--- src/hw/rtl/uerm_pkg.sv ---
// uerm_pkg: types and constants for the ultrasonic echo range meter
// request and result structs, phase enum, register indexes, reset values
// no dependencies
package uerm_pkg;

  typedef enum logic [2:0] {
    PH_IDLE,
    PH_TRIG_LOW,
    PH_TRIG_HIGH,
    PH_WAIT_RISE,
    PH_MEASURE,
    PH_DIVIDE
  } phase_t;

  typedef enum logic [1:0] {
    REG_TICKS_PER_US     = 2'd0,
    REG_START_TIMEOUT_US = 2'd1,
    REG_ECHO_TIMEOUT_US  = 2'd2
  } reg_index_t;

  typedef struct packed {
    logic       start_req;
    logic [1:0] sensor_index;
    logic [3:0] echo_levels;
  } in_t;

  typedef struct packed {
    logic [3:0]  trigger_lines;
    logic        busy_res;
    logic        done_res;
    logic        success;
    logic [12:0] measured_distance;
    logic [12:0] latest_distance;
  } out_t;

  localparam int unsigned TRIG_LOW_US   = 2;
  localparam int unsigned TRIG_HIGH_US  = 10;
  localparam int unsigned CM_DIVISOR    = 58;
  localparam int unsigned RANGE_LO_MULT = 116;
  localparam int unsigned RANGE_HI_MULT = 23200;
  localparam int unsigned QUOT_MSB      = 12;
  localparam int unsigned MAX_DISTANCE  = 6400;

  localparam logic [7:0]  TPU_RESET           = 8'd168;
  localparam logic [15:0] START_TIMEOUT_RESET = 16'd2000;
  localparam logic [15:0] ECHO_TIMEOUT_RESET  = 16'd25000;

endpackage

--- src/hw/rtl/ultrasonic_echo_range_meter.sv ---
// ultrasonic_echo_range_meter: trigger/echo timing with an iterative divider
// depends on uerm_pkg (request/result structs, phase enum, constants)
//
//   channel | dir | payload                  | accept
//   in      | in  | uerm_pkg::in_t  in_data  | in_valid && in_ready
//   out     | out | uerm_pkg::out_t out_data | out_valid && out_ready
//   cfg     | in  | cfg_index, cfg_data      | cfg_valid && cfg_ready
//
// every request is one timing tick and yields one result, registered in the cycle after it is taken
// the distance comes from a shared compare/subtract unit, one quotient bit per
// request, 13 requests after the echo falls
// a new request is taken while the result register is empty or being drained
// rst clears the phase, counters, divider, result valid flag and the per-sensor distances
// cfg_ready is always high; products of the timing registers are formed on write
module ultrasonic_echo_range_meter #(
  parameter int SENSORS = 4
) (
  input  logic           clk,
  input  logic           rst,
  input  logic           in_valid,
  output logic           in_ready,
  input  uerm_pkg::in_t  in_data,
  output logic           out_valid,
  input  logic           out_ready,
  output uerm_pkg::out_t out_data,
  input  logic           cfg_valid,
  output logic           cfg_ready,
  input  logic [1:0]     cfg_index,
  input  logic [15:0]    cfg_data
);

  logic [7:0]  tpu;
  logic [15:0] start_to;
  logic [15:0] echo_to;
  logic [23:0] start_lim;
  logic [23:0] echo_lim;
  logic [8:0]  tl_lim;
  logic [11:0] th_lim;
  logic [14:0] lo_lim;
  logic [22:0] hi_lim;
  logic [13:0] divisor;

  uerm_pkg::phase_t phase, phase_next;
  logic [23:0] tick_count, tick_count_next;
  logic [1:0]  active_sensor, active_sensor_next;
  logic [27:0] divide_remainder, divide_remainder_next;
  logic [12:0] divide_quotient, divide_quotient_next;
  logic [12:0] stored_distance [SENSORS];
  logic [12:0] stored_distance_next [SENSORS];

  logic        accept;
  logic        done, ok, store_we, level;
  logic [12:0] meas_dist, latest;
  logic [24:0] tick_inc;
  logic [3:0]  bit_pos;
  logic [27:0] shifted;
  logic [27:0] diff;
  logic        rem_ge;
  uerm_pkg::out_t result;

  assign cfg_ready = 1'b1;
  assign in_ready  = !out_valid || out_ready;
  assign accept    = in_valid && in_ready;

  always_ff @(posedge clk) begin
    if (rst) begin
      tpu       <= uerm_pkg::TPU_RESET;
      start_to  <= uerm_pkg::START_TIMEOUT_RESET;
      echo_to   <= uerm_pkg::ECHO_TIMEOUT_RESET;
      start_lim <= 24'(32'(uerm_pkg::START_TIMEOUT_RESET) * 32'(uerm_pkg::TPU_RESET));
      echo_lim  <= 24'(32'(uerm_pkg::ECHO_TIMEOUT_RESET) * 32'(uerm_pkg::TPU_RESET));
      tl_lim    <= 9'(uerm_pkg::TRIG_LOW_US * 32'(uerm_pkg::TPU_RESET));
      th_lim    <= 12'(uerm_pkg::TRIG_HIGH_US * 32'(uerm_pkg::TPU_RESET));
      lo_lim    <= 15'(uerm_pkg::RANGE_LO_MULT * 32'(uerm_pkg::TPU_RESET));
      hi_lim    <= 23'(uerm_pkg::RANGE_HI_MULT * 32'(uerm_pkg::TPU_RESET));
      divisor   <= 14'(uerm_pkg::CM_DIVISOR * 32'(uerm_pkg::TPU_RESET));
    end else if (cfg_valid && cfg_ready) begin
      unique case (cfg_index)
        uerm_pkg::REG_TICKS_PER_US: begin
          tpu       <= cfg_data[7:0];
          start_lim <= 24'(start_to) * 24'(cfg_data[7:0]);
          echo_lim  <= 24'(echo_to) * 24'(cfg_data[7:0]);
          tl_lim    <= 9'(uerm_pkg::TRIG_LOW_US * 32'(cfg_data[7:0]));
          th_lim    <= 12'(uerm_pkg::TRIG_HIGH_US * 32'(cfg_data[7:0]));
          lo_lim    <= 15'(uerm_pkg::RANGE_LO_MULT * 32'(cfg_data[7:0]));
          hi_lim    <= 23'(uerm_pkg::RANGE_HI_MULT * 32'(cfg_data[7:0]));
          divisor   <= 14'(uerm_pkg::CM_DIVISOR * 32'(cfg_data[7:0]));
        end
        uerm_pkg::REG_START_TIMEOUT_US: begin
          start_to  <= cfg_data;
          start_lim <= 24'(cfg_data) * 24'(tpu);
        end
        uerm_pkg::REG_ECHO_TIMEOUT_US: begin
          echo_to  <= cfg_data;
          echo_lim <= 24'(cfg_data) * 24'(tpu);
        end
        default: begin
        end
      endcase
    end
  end

  // shared compare/subtract unit of the restoring divider
  assign bit_pos = (tick_count[3:0] > 4'(uerm_pkg::QUOT_MSB)) ?
                   4'(uerm_pkg::QUOT_MSB) : tick_count[3:0];
  assign shifted = 28'(divisor) << bit_pos;
  assign rem_ge  = divide_remainder >= shifted;
  assign diff    = divide_remainder - shifted;

  assign tick_inc = 25'(tick_count) + 25'd1;
  assign level    = in_data.echo_levels[active_sensor];

  always_comb begin
    phase_next            = phase;
    tick_count_next       = tick_count;
    active_sensor_next    = active_sensor;
    divide_remainder_next = divide_remainder;
    divide_quotient_next  = divide_quotient;
    done                  = 1'b0;
    ok                    = 1'b0;
    meas_dist             = '0;
    store_we              = 1'b0;
    unique case (phase)
      uerm_pkg::PH_IDLE: begin
        if (in_data.start_req) begin
          active_sensor_next = in_data.sensor_index;
          if (32'(in_data.sensor_index) >= SENSORS) begin
            done = 1'b1;
          end else begin
            phase_next      = uerm_pkg::PH_TRIG_LOW;
            tick_count_next = '0;
          end
        end
      end
      uerm_pkg::PH_TRIG_LOW: begin
        tick_count_next = tick_inc[23:0];
        if (tick_inc >= 25'(tl_lim)) begin
          phase_next      = uerm_pkg::PH_TRIG_HIGH;
          tick_count_next = '0;
        end
      end
      uerm_pkg::PH_TRIG_HIGH: begin
        tick_count_next = tick_inc[23:0];
        if (tick_inc >= 25'(th_lim)) begin
          phase_next      = uerm_pkg::PH_WAIT_RISE;
          tick_count_next = '0;
        end
      end
      uerm_pkg::PH_WAIT_RISE: begin
        if (level) begin
          phase_next      = uerm_pkg::PH_MEASURE;
          tick_count_next = 24'd1;
        end else begin
          tick_count_next = tick_inc[23:0];
          if (tick_inc > 25'(start_lim)) begin
            phase_next = uerm_pkg::PH_IDLE;
            done       = 1'b1;
          end
        end
      end
      uerm_pkg::PH_MEASURE: begin
        if (!level) begin
          if (tick_count >= 24'(lo_lim) && tick_count <= 24'(hi_lim)) begin
            divide_remainder_next = {tick_count, 4'b0000};
            divide_quotient_next  = '0;
            tick_count_next       = 24'(uerm_pkg::QUOT_MSB);
            phase_next            = uerm_pkg::PH_DIVIDE;
          end else begin
            phase_next = uerm_pkg::PH_IDLE;
            done       = 1'b1;
          end
        end else begin
          tick_count_next = tick_inc[23:0];
          if (tick_inc > 25'(echo_lim)) begin
            phase_next = uerm_pkg::PH_IDLE;
            done       = 1'b1;
          end
        end
      end
      uerm_pkg::PH_DIVIDE: begin
        if (rem_ge) begin
          divide_remainder_next = diff;
          divide_quotient_next  = divide_quotient | (13'd1 << bit_pos);
        end
        if (bit_pos == 4'd0) begin
          store_we   = 1'b1;
          phase_next = uerm_pkg::PH_IDLE;
          done       = 1'b1;
          ok         = 1'b1;
          meas_dist  = divide_quotient_next;
        end else begin
          tick_count_next = 24'(bit_pos - 4'd1);
        end
      end
      default: begin
        phase_next = uerm_pkg::PH_IDLE;
      end
    endcase
  end

  always_comb begin
    latest = '0;
    for (int i = 0; i < SENSORS; i++) begin
      stored_distance_next[i] = stored_distance[i];
      if (store_we && 32'(active_sensor) == i) begin
        stored_distance_next[i] = divide_quotient_next;
      end
      if (32'(in_data.sensor_index) == i) begin
        latest = stored_distance_next[i];
      end
    end
  end

  always_comb begin
    result.trigger_lines     = (phase_next == uerm_pkg::PH_TRIG_HIGH) ?
                               (4'd1 << active_sensor_next) : 4'd0;
    result.busy_res          = phase_next != uerm_pkg::PH_IDLE;
    result.done_res          = done;
    result.success           = ok;
    result.measured_distance = meas_dist;
    result.latest_distance   = latest;
  end

  always_ff @(posedge clk) begin
    if (rst) begin
      phase         <= uerm_pkg::PH_IDLE;
      tick_count    <= '0;
      active_sensor <= '0;
      out_valid     <= 1'b0;
      for (int i = 0; i < SENSORS; i++) begin
        stored_distance[i] <= '0;
      end
    end else begin
      if (accept) begin
        phase         <= phase_next;
        tick_count    <= tick_count_next;
        active_sensor <= active_sensor_next;
        for (int i = 0; i < SENSORS; i++) begin
          stored_distance[i] <= stored_distance_next[i];
        end
        out_valid <= 1'b1;
      end else if (out_ready) begin
        out_valid <= 1'b0;
      end
    end
  end

  always_ff @(posedge clk) begin
    if (rst) begin
      divide_remainder <= '0;
      divide_quotient  <= '0;
    end else if (accept) begin
      divide_remainder <= divide_remainder_next;
      divide_quotient  <= divide_quotient_next;
    end
  end

  always_ff @(posedge clk) begin
    if (accept) begin
      out_data <= result;
    end
  end

  a_stall_blocks: assert property (@(posedge clk) disable iff (rst)
    out_valid && !out_ready |-> !in_ready)
    else $error("request taken while result stalled");

  a_divide_bit: assert property (@(posedge clk) disable iff (rst)
    phase == uerm_pkg::PH_DIVIDE |-> tick_count <= 24'(uerm_pkg::QUOT_MSB))
    else $error("divider bit position out of range");

  a_divide_ends: assert property (@(posedge clk) disable iff (rst)
    accept && phase == uerm_pkg::PH_DIVIDE && tick_count == 24'd0
    |=> phase == uerm_pkg::PH_IDLE && out_data.success)
    else $error("last divider step did not finish the measurement");

  a_success_done: assert property (@(posedge clk) disable iff (rst)
    out_valid && out_data.success |->
    out_data.done_res && out_data.measured_distance <= 13'(uerm_pkg::MAX_DISTANCE))
    else $error("success without done or distance out of range");

  a_trigger_phase: assert property (@(posedge clk) disable iff (rst)
    accept |=> (out_data.trigger_lines != 4'd0) == (phase == uerm_pkg::PH_TRIG_HIGH))
    else $error("trigger drive does not follow the pulse phase");

endmodule

--- config.mk ---
export PLATFORM = sky130hd
export DESIGN_NAME = ultrasonic_echo_range_meter
export DESIGN_NICKNAME = d
export VERILOG_FILES = /design/src/hw/rtl/uerm_pkg.sv /design/src/hw/rtl/ultrasonic_echo_range_meter.sv
export SDC_FILE = /design/constraint.sdc
export NUM_CORES = 2
export LEC_CHECK = 0
export BUFFER_PORTS_ARGS = -buffer_cell sky130_fd_sc_hd__buf_4
export CELL_PAD_IN_SITES_DETAIL_PLACEMENT = 1
export CELL_PAD_IN_SITES_GLOBAL_PLACEMENT = 2
export CORE_MARGIN = 4
export CORE_UTILIZATION = 41
export DETAILED_ROUTE_END_ITERATION = 7
export MAX_ROUTING_LAYER = met4
export PLACE_DENSITY = 0.9
export SLEW_MARGIN = 20
export SYNTH_ARGS = -nofsm -noshare
export SYNTH_HDL_FRONTEND = slang
export SYNTH_SLANG_ARGS = --single-unit
--- constraint.sdc ---
create_clock -name clk -period 7.84 [get_ports clk]
set_clock_uncertainty 0.2 [all_clocks]
set_input_delay 1.176 -clock clk [delete_from_list [all_inputs] [get_ports clk]]
set_output_delay 1.176 -clock clk [all_outputs]
set_load 0.01 [all_outputs]
Word-level counts from Yosys, hierarchy flattened
Memory sizes are Yosys's and may differ from the RTL's.
Cells that the tools add are included.
{ "word_totals": {"ff_bits": 247, "ramBits": 52, "wordCells": 156, "memories": 1} }
{ "classes": {"addsub": 3, "mul": 7, "order_cmp": 9, "eq_ne": 20, "shifts": 3, "muxes": 60, "bitwise_logic": 5, "reduce_logical": 27} }
{ "memory_table": {"columns": ["memory", "words", "width", "read_ports", "rd_clocked_by_memory_dff", "write_ports", "line", "text"], "rows": [
  ["stored_distance", 4, 13, 4, 0, 4, "ultrasonic_echo_range_meter.sv:48", "logic [12:0] stored_distance [SENSORS];"]
]} }
{ "ops": {"columns": ["cell", "n"], "rows": [
  ["$mux 13", 15],
  ["$mux 24", 7],
  ["$pmux 24 s6", 1],
  ["$pmux 24 s2", 2],
  ["$mux 28", 3],
  ["$mul 16x8->24", 3],
  ["$pmux 28 s2", 1],
  ["$gt 25x24->1", 2],
  ["$ge 28x28->1", 1],
  ["$shl 14x4->28", 1],
  ["$sub 28x28->28", 1],
  ["$mux 3", 9],
  ["$mul 5x8->13 const A", 2],
  ["$pmux 13 s2", 1],
  ["$add 24x1->25 const B", 1],
  ["$ge 25x12->1", 1],
  ["$ge 25x9->1", 1],
  ["$ge 24x15->1", 1],
  ["$le 24x23->1", 1],
  ["$mul 10x8->18 const A", 1],
  ["$pmux 3 s6", 1],
  ["$mux 1", 15],
  ["$or 13x13->13", 1],
  ["$shl 1x4->13 const A", 1],
  ["other kinds (28)", 61]
]} }

Longest topological paths before layout
{ "depth": {"depth_word": 11, "depth_mapped": 24, "ltp_nobuf": 20} }

Worst setup path after synthesis
OpenSTA, ideal clock, no wires.
{ "synth_path": {"path_kind": "input port to flip-flop", "from": "input port cfg_data[7]", "to": "register start_lim[21]", "setup_time_ns": 0.086, "t_arrival_ns": 6.188, "required_ns": 7.554, "path_slack_ns": 1.366, "cell_stages": 17, "path_cell_list": "clkbuf_1 clkbuf_1 nand2_1 fa_1 fa_1 inv_1 fa_1 fa_1 ha_1 and3_1 a211oi_1 a21oi_1 o211a_1 a311o_1 and3_1 o31a_1 a211oi_1"} }
{ "synth_between": {"elab_chain_len": 2, "elab_cells_between_ends": 3, "classes_between": "2 x mul; 1 x mux"} }
{ "synth_rtl": {"columns": ["item", "line", "text"], "rows": [
  ["start, declared", "ultrasonic_echo_range_meter.sv:29", "input logic [15:0] cfg_data"],
  ["$mul 16x8->24 (on tied branches)", "ultrasonic_echo_range_meter.sv:91, ultrasonic_echo_range_meter.sv:81", null],
  ["$pmux 24 s2 *", "ultrasonic_echo_range_meter.sv:78", "unique case (cfg_index)"],
  ["end signal, assigned", "ultrasonic_echo_range_meter.sv:70", "start_lim <= 24'(32'(uerm_pkg::START_TIMEOUT_RESET) * 32'(uerm_pkg::TPU_RESET));"],
  ["end signal, assigned", "ultrasonic_echo_range_meter.sv:81", "start_lim <= 24'(start_to) * 24'(cfg_data[7:0]);"],
  ["end signal, assigned", "ultrasonic_echo_range_meter.sv:91", "start_lim <= 24'(cfg_data) * 24'(tpu);"],
  ["end, declared", "ultrasonic_echo_range_meter.sv:35", "logic [23:0] start_lim;"]
]} }
Mark *: on every way between the ends. The rest lies on a longest branch, timed or not.
A chain may end at the register's enable or synchronous reset.

Worst setup path after layout
{ "layout_path": {"from": "register tick_count[1]", "to": "register out_data[0] (netlist name) (data pin)"} }
{ "layout_between": {"elab_chain_len": 11, "elab_cells_between_ends": 28, "classes_between": "4 x order compare; 2 x shift; 15 x mux; 1 x bitwise; 6 x reduce/logical"} }
{ "layout_rtl": {"columns": ["item", "line", "text"], "rows": [
  ["start, declared", "ultrasonic_echo_range_meter.sv:44", "logic [23:0] tick_count, tick_count_next;"],
  ["start signal, assigned", "ultrasonic_echo_range_meter.sv:236", "tick_count <= tick_count_next;"],
  ["$gt 4x4->1", "ultrasonic_echo_range_meter.sv:104", "assign bit_pos = (tick_count[3:0] > 4'(uerm_pkg::QUOT_MSB)) ?"],
  ["$mux 4", "ultrasonic_echo_range_meter.sv:104", null],
  ["$shl 14x4->28, or another cell as far along", "ultrasonic_echo_range_meter.sv:106", "assign shifted = 28'(divisor) << bit_pos;"],
  ["$ge 28x28->1, or another cell as far along", "ultrasonic_echo_range_meter.sv:107", "assign rem_ge = divide_remainder >= shifted;"],
  ["$mux 13 or $mux 1 (tied branches)", null, null],
  ["$pmux 13 s2 or $logic_and 1x1->1 (tied branches)", "ultrasonic_echo_range_meter.sv:123, ultrasonic_echo_range_meter.sv:205", null],
  ["$mux 13", "ultrasonic_echo_range_meter.sv:205", "if (store_we && 32'(active_sensor) == i) begin"],
  ["$mux 13 (3 in series)", "ultrasonic_echo_range_meter.sv:208", "if (32'(in_data.sensor_index) == i) begin"],
  ["$mux 13 *", "ultrasonic_echo_range_meter.sv:208", null],
  ["named net latest[0]", "ultrasonic_echo_range_meter.sv:53", "logic [12:0] meas_dist, latest;"],
  ["end signal, assigned", "ultrasonic_echo_range_meter.sv:260", "out_data <= result;"],
  ["end, declared", "ultrasonic_echo_range_meter.sv:25", "output uerm_pkg::out_t out_data,"]
]} }
The timed path passes the listed nets; every way through them passes the cells marked *.

==> impl_results.md <==
* Syn_nets at 4278
* PostCTS Resize Cnt at 0
* P_leak at 15.69 nW
* DR vias/cell at 5.622
* Switching Fraction at 41.71%
* Fmax at 148.8 MHz
* Post-synthesis sequential area ratio at 20.77%
* Setup violations, final at 0
* Clock transition at path regs at 60 ps
* Fin. Hold Viols at 0
* Width of the die at 281.6 um
* Dpl hpwl at 75.73 mm
* Crit-path max FO at 13
* Critical Path End Type: register
* Final ANT Viol Nets at 0
* CTS tree: done
* CP Data Arrival Time at 6830 ps
* Total track usage at 25.58%
* R2R cell count at 21
* Main area contributors after synthesis: fa_1 18%, ha_1 14%, dfxtp_1 12%
* Worst path required time at 7960 ps
* Grt total ovfl at 0
* WHS Path Cells at 2
* Clock sink count at 276
* Pre-CTS WS at 898.2 ps
* Setup_tns at 0 ps
* Dominant cell type by area after synthesis: fa_1
* FF/Latch Area at 6376 um2
* Htree depth at 2
* Max_slew headroom at 26.41%
* Routed via count at 25870
* Ys Warns at 0
* #FFs+latches synth at 276
* Hold buffer count at cts at 0
* Setup CP Type: register to register
* Int Power at 3.988 mW
* Avg Inst Size Synth at 8.451 um2
* Clock Latency Late Sink at 570 ps
* Initial DRC Count at 1503
* Post-synth ARST share at 0%
* Drt wl/cell at 21.42 um
* Status: completed
* Die H at 281.6 um
* Largest net degree at the start of global routing at 67
* First-pass GRT wire length at 155.2 mm
* Final Max Tran Viols at 0
* Fillers at 8846
* Tmin final at 6719 ps
* Netlist cell types at 85
* Cts bufs inserted at 37
* Logic gate share of total power at 48.7%
* Final period utilization at 85.70%
* Vias in the first global route at 27470
* Main synth FF type: dfxtp_1
* Setup ws final at 1121 ps
* Total die area at 79310 um2
* Switch Pwr at 2.853 mW
* RSZ-0062 raised after global routing: false
* Setup bufs post-CTS at 0
* Placer congestion estimate at 0.8924
* Core area at 74320 um2
* Number of synthesized flops with an enable pin at 85
* Post-synthesis cell area at 30690 um2
* CTS root buf: clkbuf_16
* Synth top area share at 18.39%
* Clock buffer depth at 3
* Hold crit path type: register to register
* Share of cells above drive strength 1 at 6.445%
* Standard-cell row count at 100
* Drt pass-1 iters at 5
* PD cells at 204.7 nW/um2
* Power share of the sequential group at 23.9%
* Starting Density at 41.30%
* Layout Nets at 4249
* DRC viols at 0
* Max-cap viol count at 0
* Number of port buffers at 64
* Synth Instances at 3632
* Area occupied by multi-input gates at 21890 um2
* Initial antenna violation count at 1
* Power share of the clock group at 27.3%
* I/O pin total at 66
* Critical Path Source Type: register
* Tightest Pin Transition at 1090 ps
* Drt total wl at 98.53 mm
* Synthesis-to-layout area growth at 8.866%
* Peak supply drop at 0.1492 mV
-- cells by family (layout without fill, tap and decap cells) --
kind of cell | after synthesis | after routing | share of synthesized area [%]
AO/OA/AOI/OAI | 703 | 703 | 15.10
adder cells (fa/ha/maj) | 616 | 616 | 32.01
multiplexers | 73 | 73 | 2.503
flip-flops | 276 | 276 | 20.77
buffers and inverters | 648 | 647 | 7.965
AND/OR/NAND/NOR | 1203 | 1203 | 18.44
XOR/XNOR | 112 | 112 | 3.196
other | 1 | 2 | 0.01222
-- flip-flops by register name, indices dropped and copies added, names as in the netlist, 13 cells and up --
register / flops
out_data: 33
hi_lim: 15
stored_distance: 52
divide_quotient: 13
echo_lim: 24
divide_remainder: 27
echo_to: 16
start_lim: 24
tick_count: 24
start_to: 16
-- Yosys cell counts, drive strengths merged (31+ instances only) --
cell type and count:
a211oi 59, a21o 53, a21oi 225, and2 184, clkbuf 154, dfxtp 191, edfxtp 85, fa 282
ha 334, inv 460, mux2i 61, nand2 448, nand3 56, nor2 277, nor2b 31, nor3 51
o211ai 37, o21ai 95, xnor2 76, xor2 36
-- layer usage --
layer / routed length, um / share of wire (%) / global-route usage, %
met5: 0 / 0 / -
met4: 4156 / 4.2 / 9.748
met3: 3413 / 3.5 / 2.451
met2: 48750 / 49 / 44.00
met1: 42210 / 43 / 31.24
-- placed cells by master, fill, tap and decap left out, drive strengths merged, types with 18 or more instances in the layout --
cell type and n:
mux2i 61, dfxtp 191, o21a 29, fa 282, or3 20, a21oi 225, nand3 56, and3 21
a31oi 22, buf 111, clkbuf 53, a211oi 59, o21bai 18, nand2 448, nor3 51, nor2 277
inv 463, xor2 36, o21ai 95, ha 334, and2 184, xnor2 76, o211ai 37, edfxtp 85
a21o 53, nand2b 30, nand4 23, or2 20, nor2b 31
-- area by class of cell --
cell class              instances  area share, %
repair buffers                111          2.494
multi-input cells            2708          65.52
clock buffers                  53          3.407
well taps                     969          3.628
inverters                     469          5.268
flip-flops and latches        276          19.08
clock inverters                14         0.5954
diodes                          1       0.007489
-- path summary, 6_finish.rpt --
kind / end / slack (ps) / startpoint
worst max-delay path: out_data[0]$_DFFE_PP_ / 1120 / tick_count[1]$_SDFFE_PP0P_
worst min-delay path: echo_lim[4]$_SDFFE_PP0P_ / 260 / echo_lim[4]$_SDFFE_PP0P_
worst max register to register: out_data[0]$_DFFE_PP_ / 1120 / tick_count[1]$_SDFFE_PP0P_
worst min register to register: echo_lim[4]$_SDFFE_PP0P_ / 260 / echo_lim[4]$_SDFFE_PP0P_
-- metrics by stage --
stage               hold WS [ps]  total power [mW]  instance area (um2)  util (%)  instances
floorplan                  231.9             4.015                30690         -       3632
global placement           243.7             4.898                32080     43.16       4533
detailed placement         252.4             4.982                32080     43.16       4533
CTS                        261.0             6.908                33410     44.96       4600
global route               277.9             7.366                33420     44.96       4601
finish                     256.5             6.841                33420     44.96       4601
-- worst max-delay path, cell delays in order, from the launching register on --
cell      delay [ps]
dfxtp_1          310
inv_1            160
ha_1             330
nor2_1           140
nor2_1           700
buf_4            300
nor2_1            50
a21oi_1          240
mux2i_1          170
a21oi_1          250
nor2_1            70
a31oi_1          250
ha_1             360
nand2_1           90
o21ai_0          120
o41ai_1          570
nand2_1          210
a211oi_1         450
a31oi_1          350
a21oi_1          430
o21ai_0          180
mux4_2           510
-- power by group through the flow --
| stage | logic (mW) | registers, mW | clock network (mW) |
|---|---|---|---|
| floorplan | 2.38 | 1.63 | 0 |
| finish | 3.33 | 1.64 | 1.87 |
| detailed placement | 3.32 | 1.67 | 0 |
| global route | 3.76 | 1.65 | 1.96 |
| global placement | 3.24 | 1.66 | 0 |
| CTS | 3.37 | 1.64 | 1.91 |
Note: power is estimated with default switching activity, not from simulation.
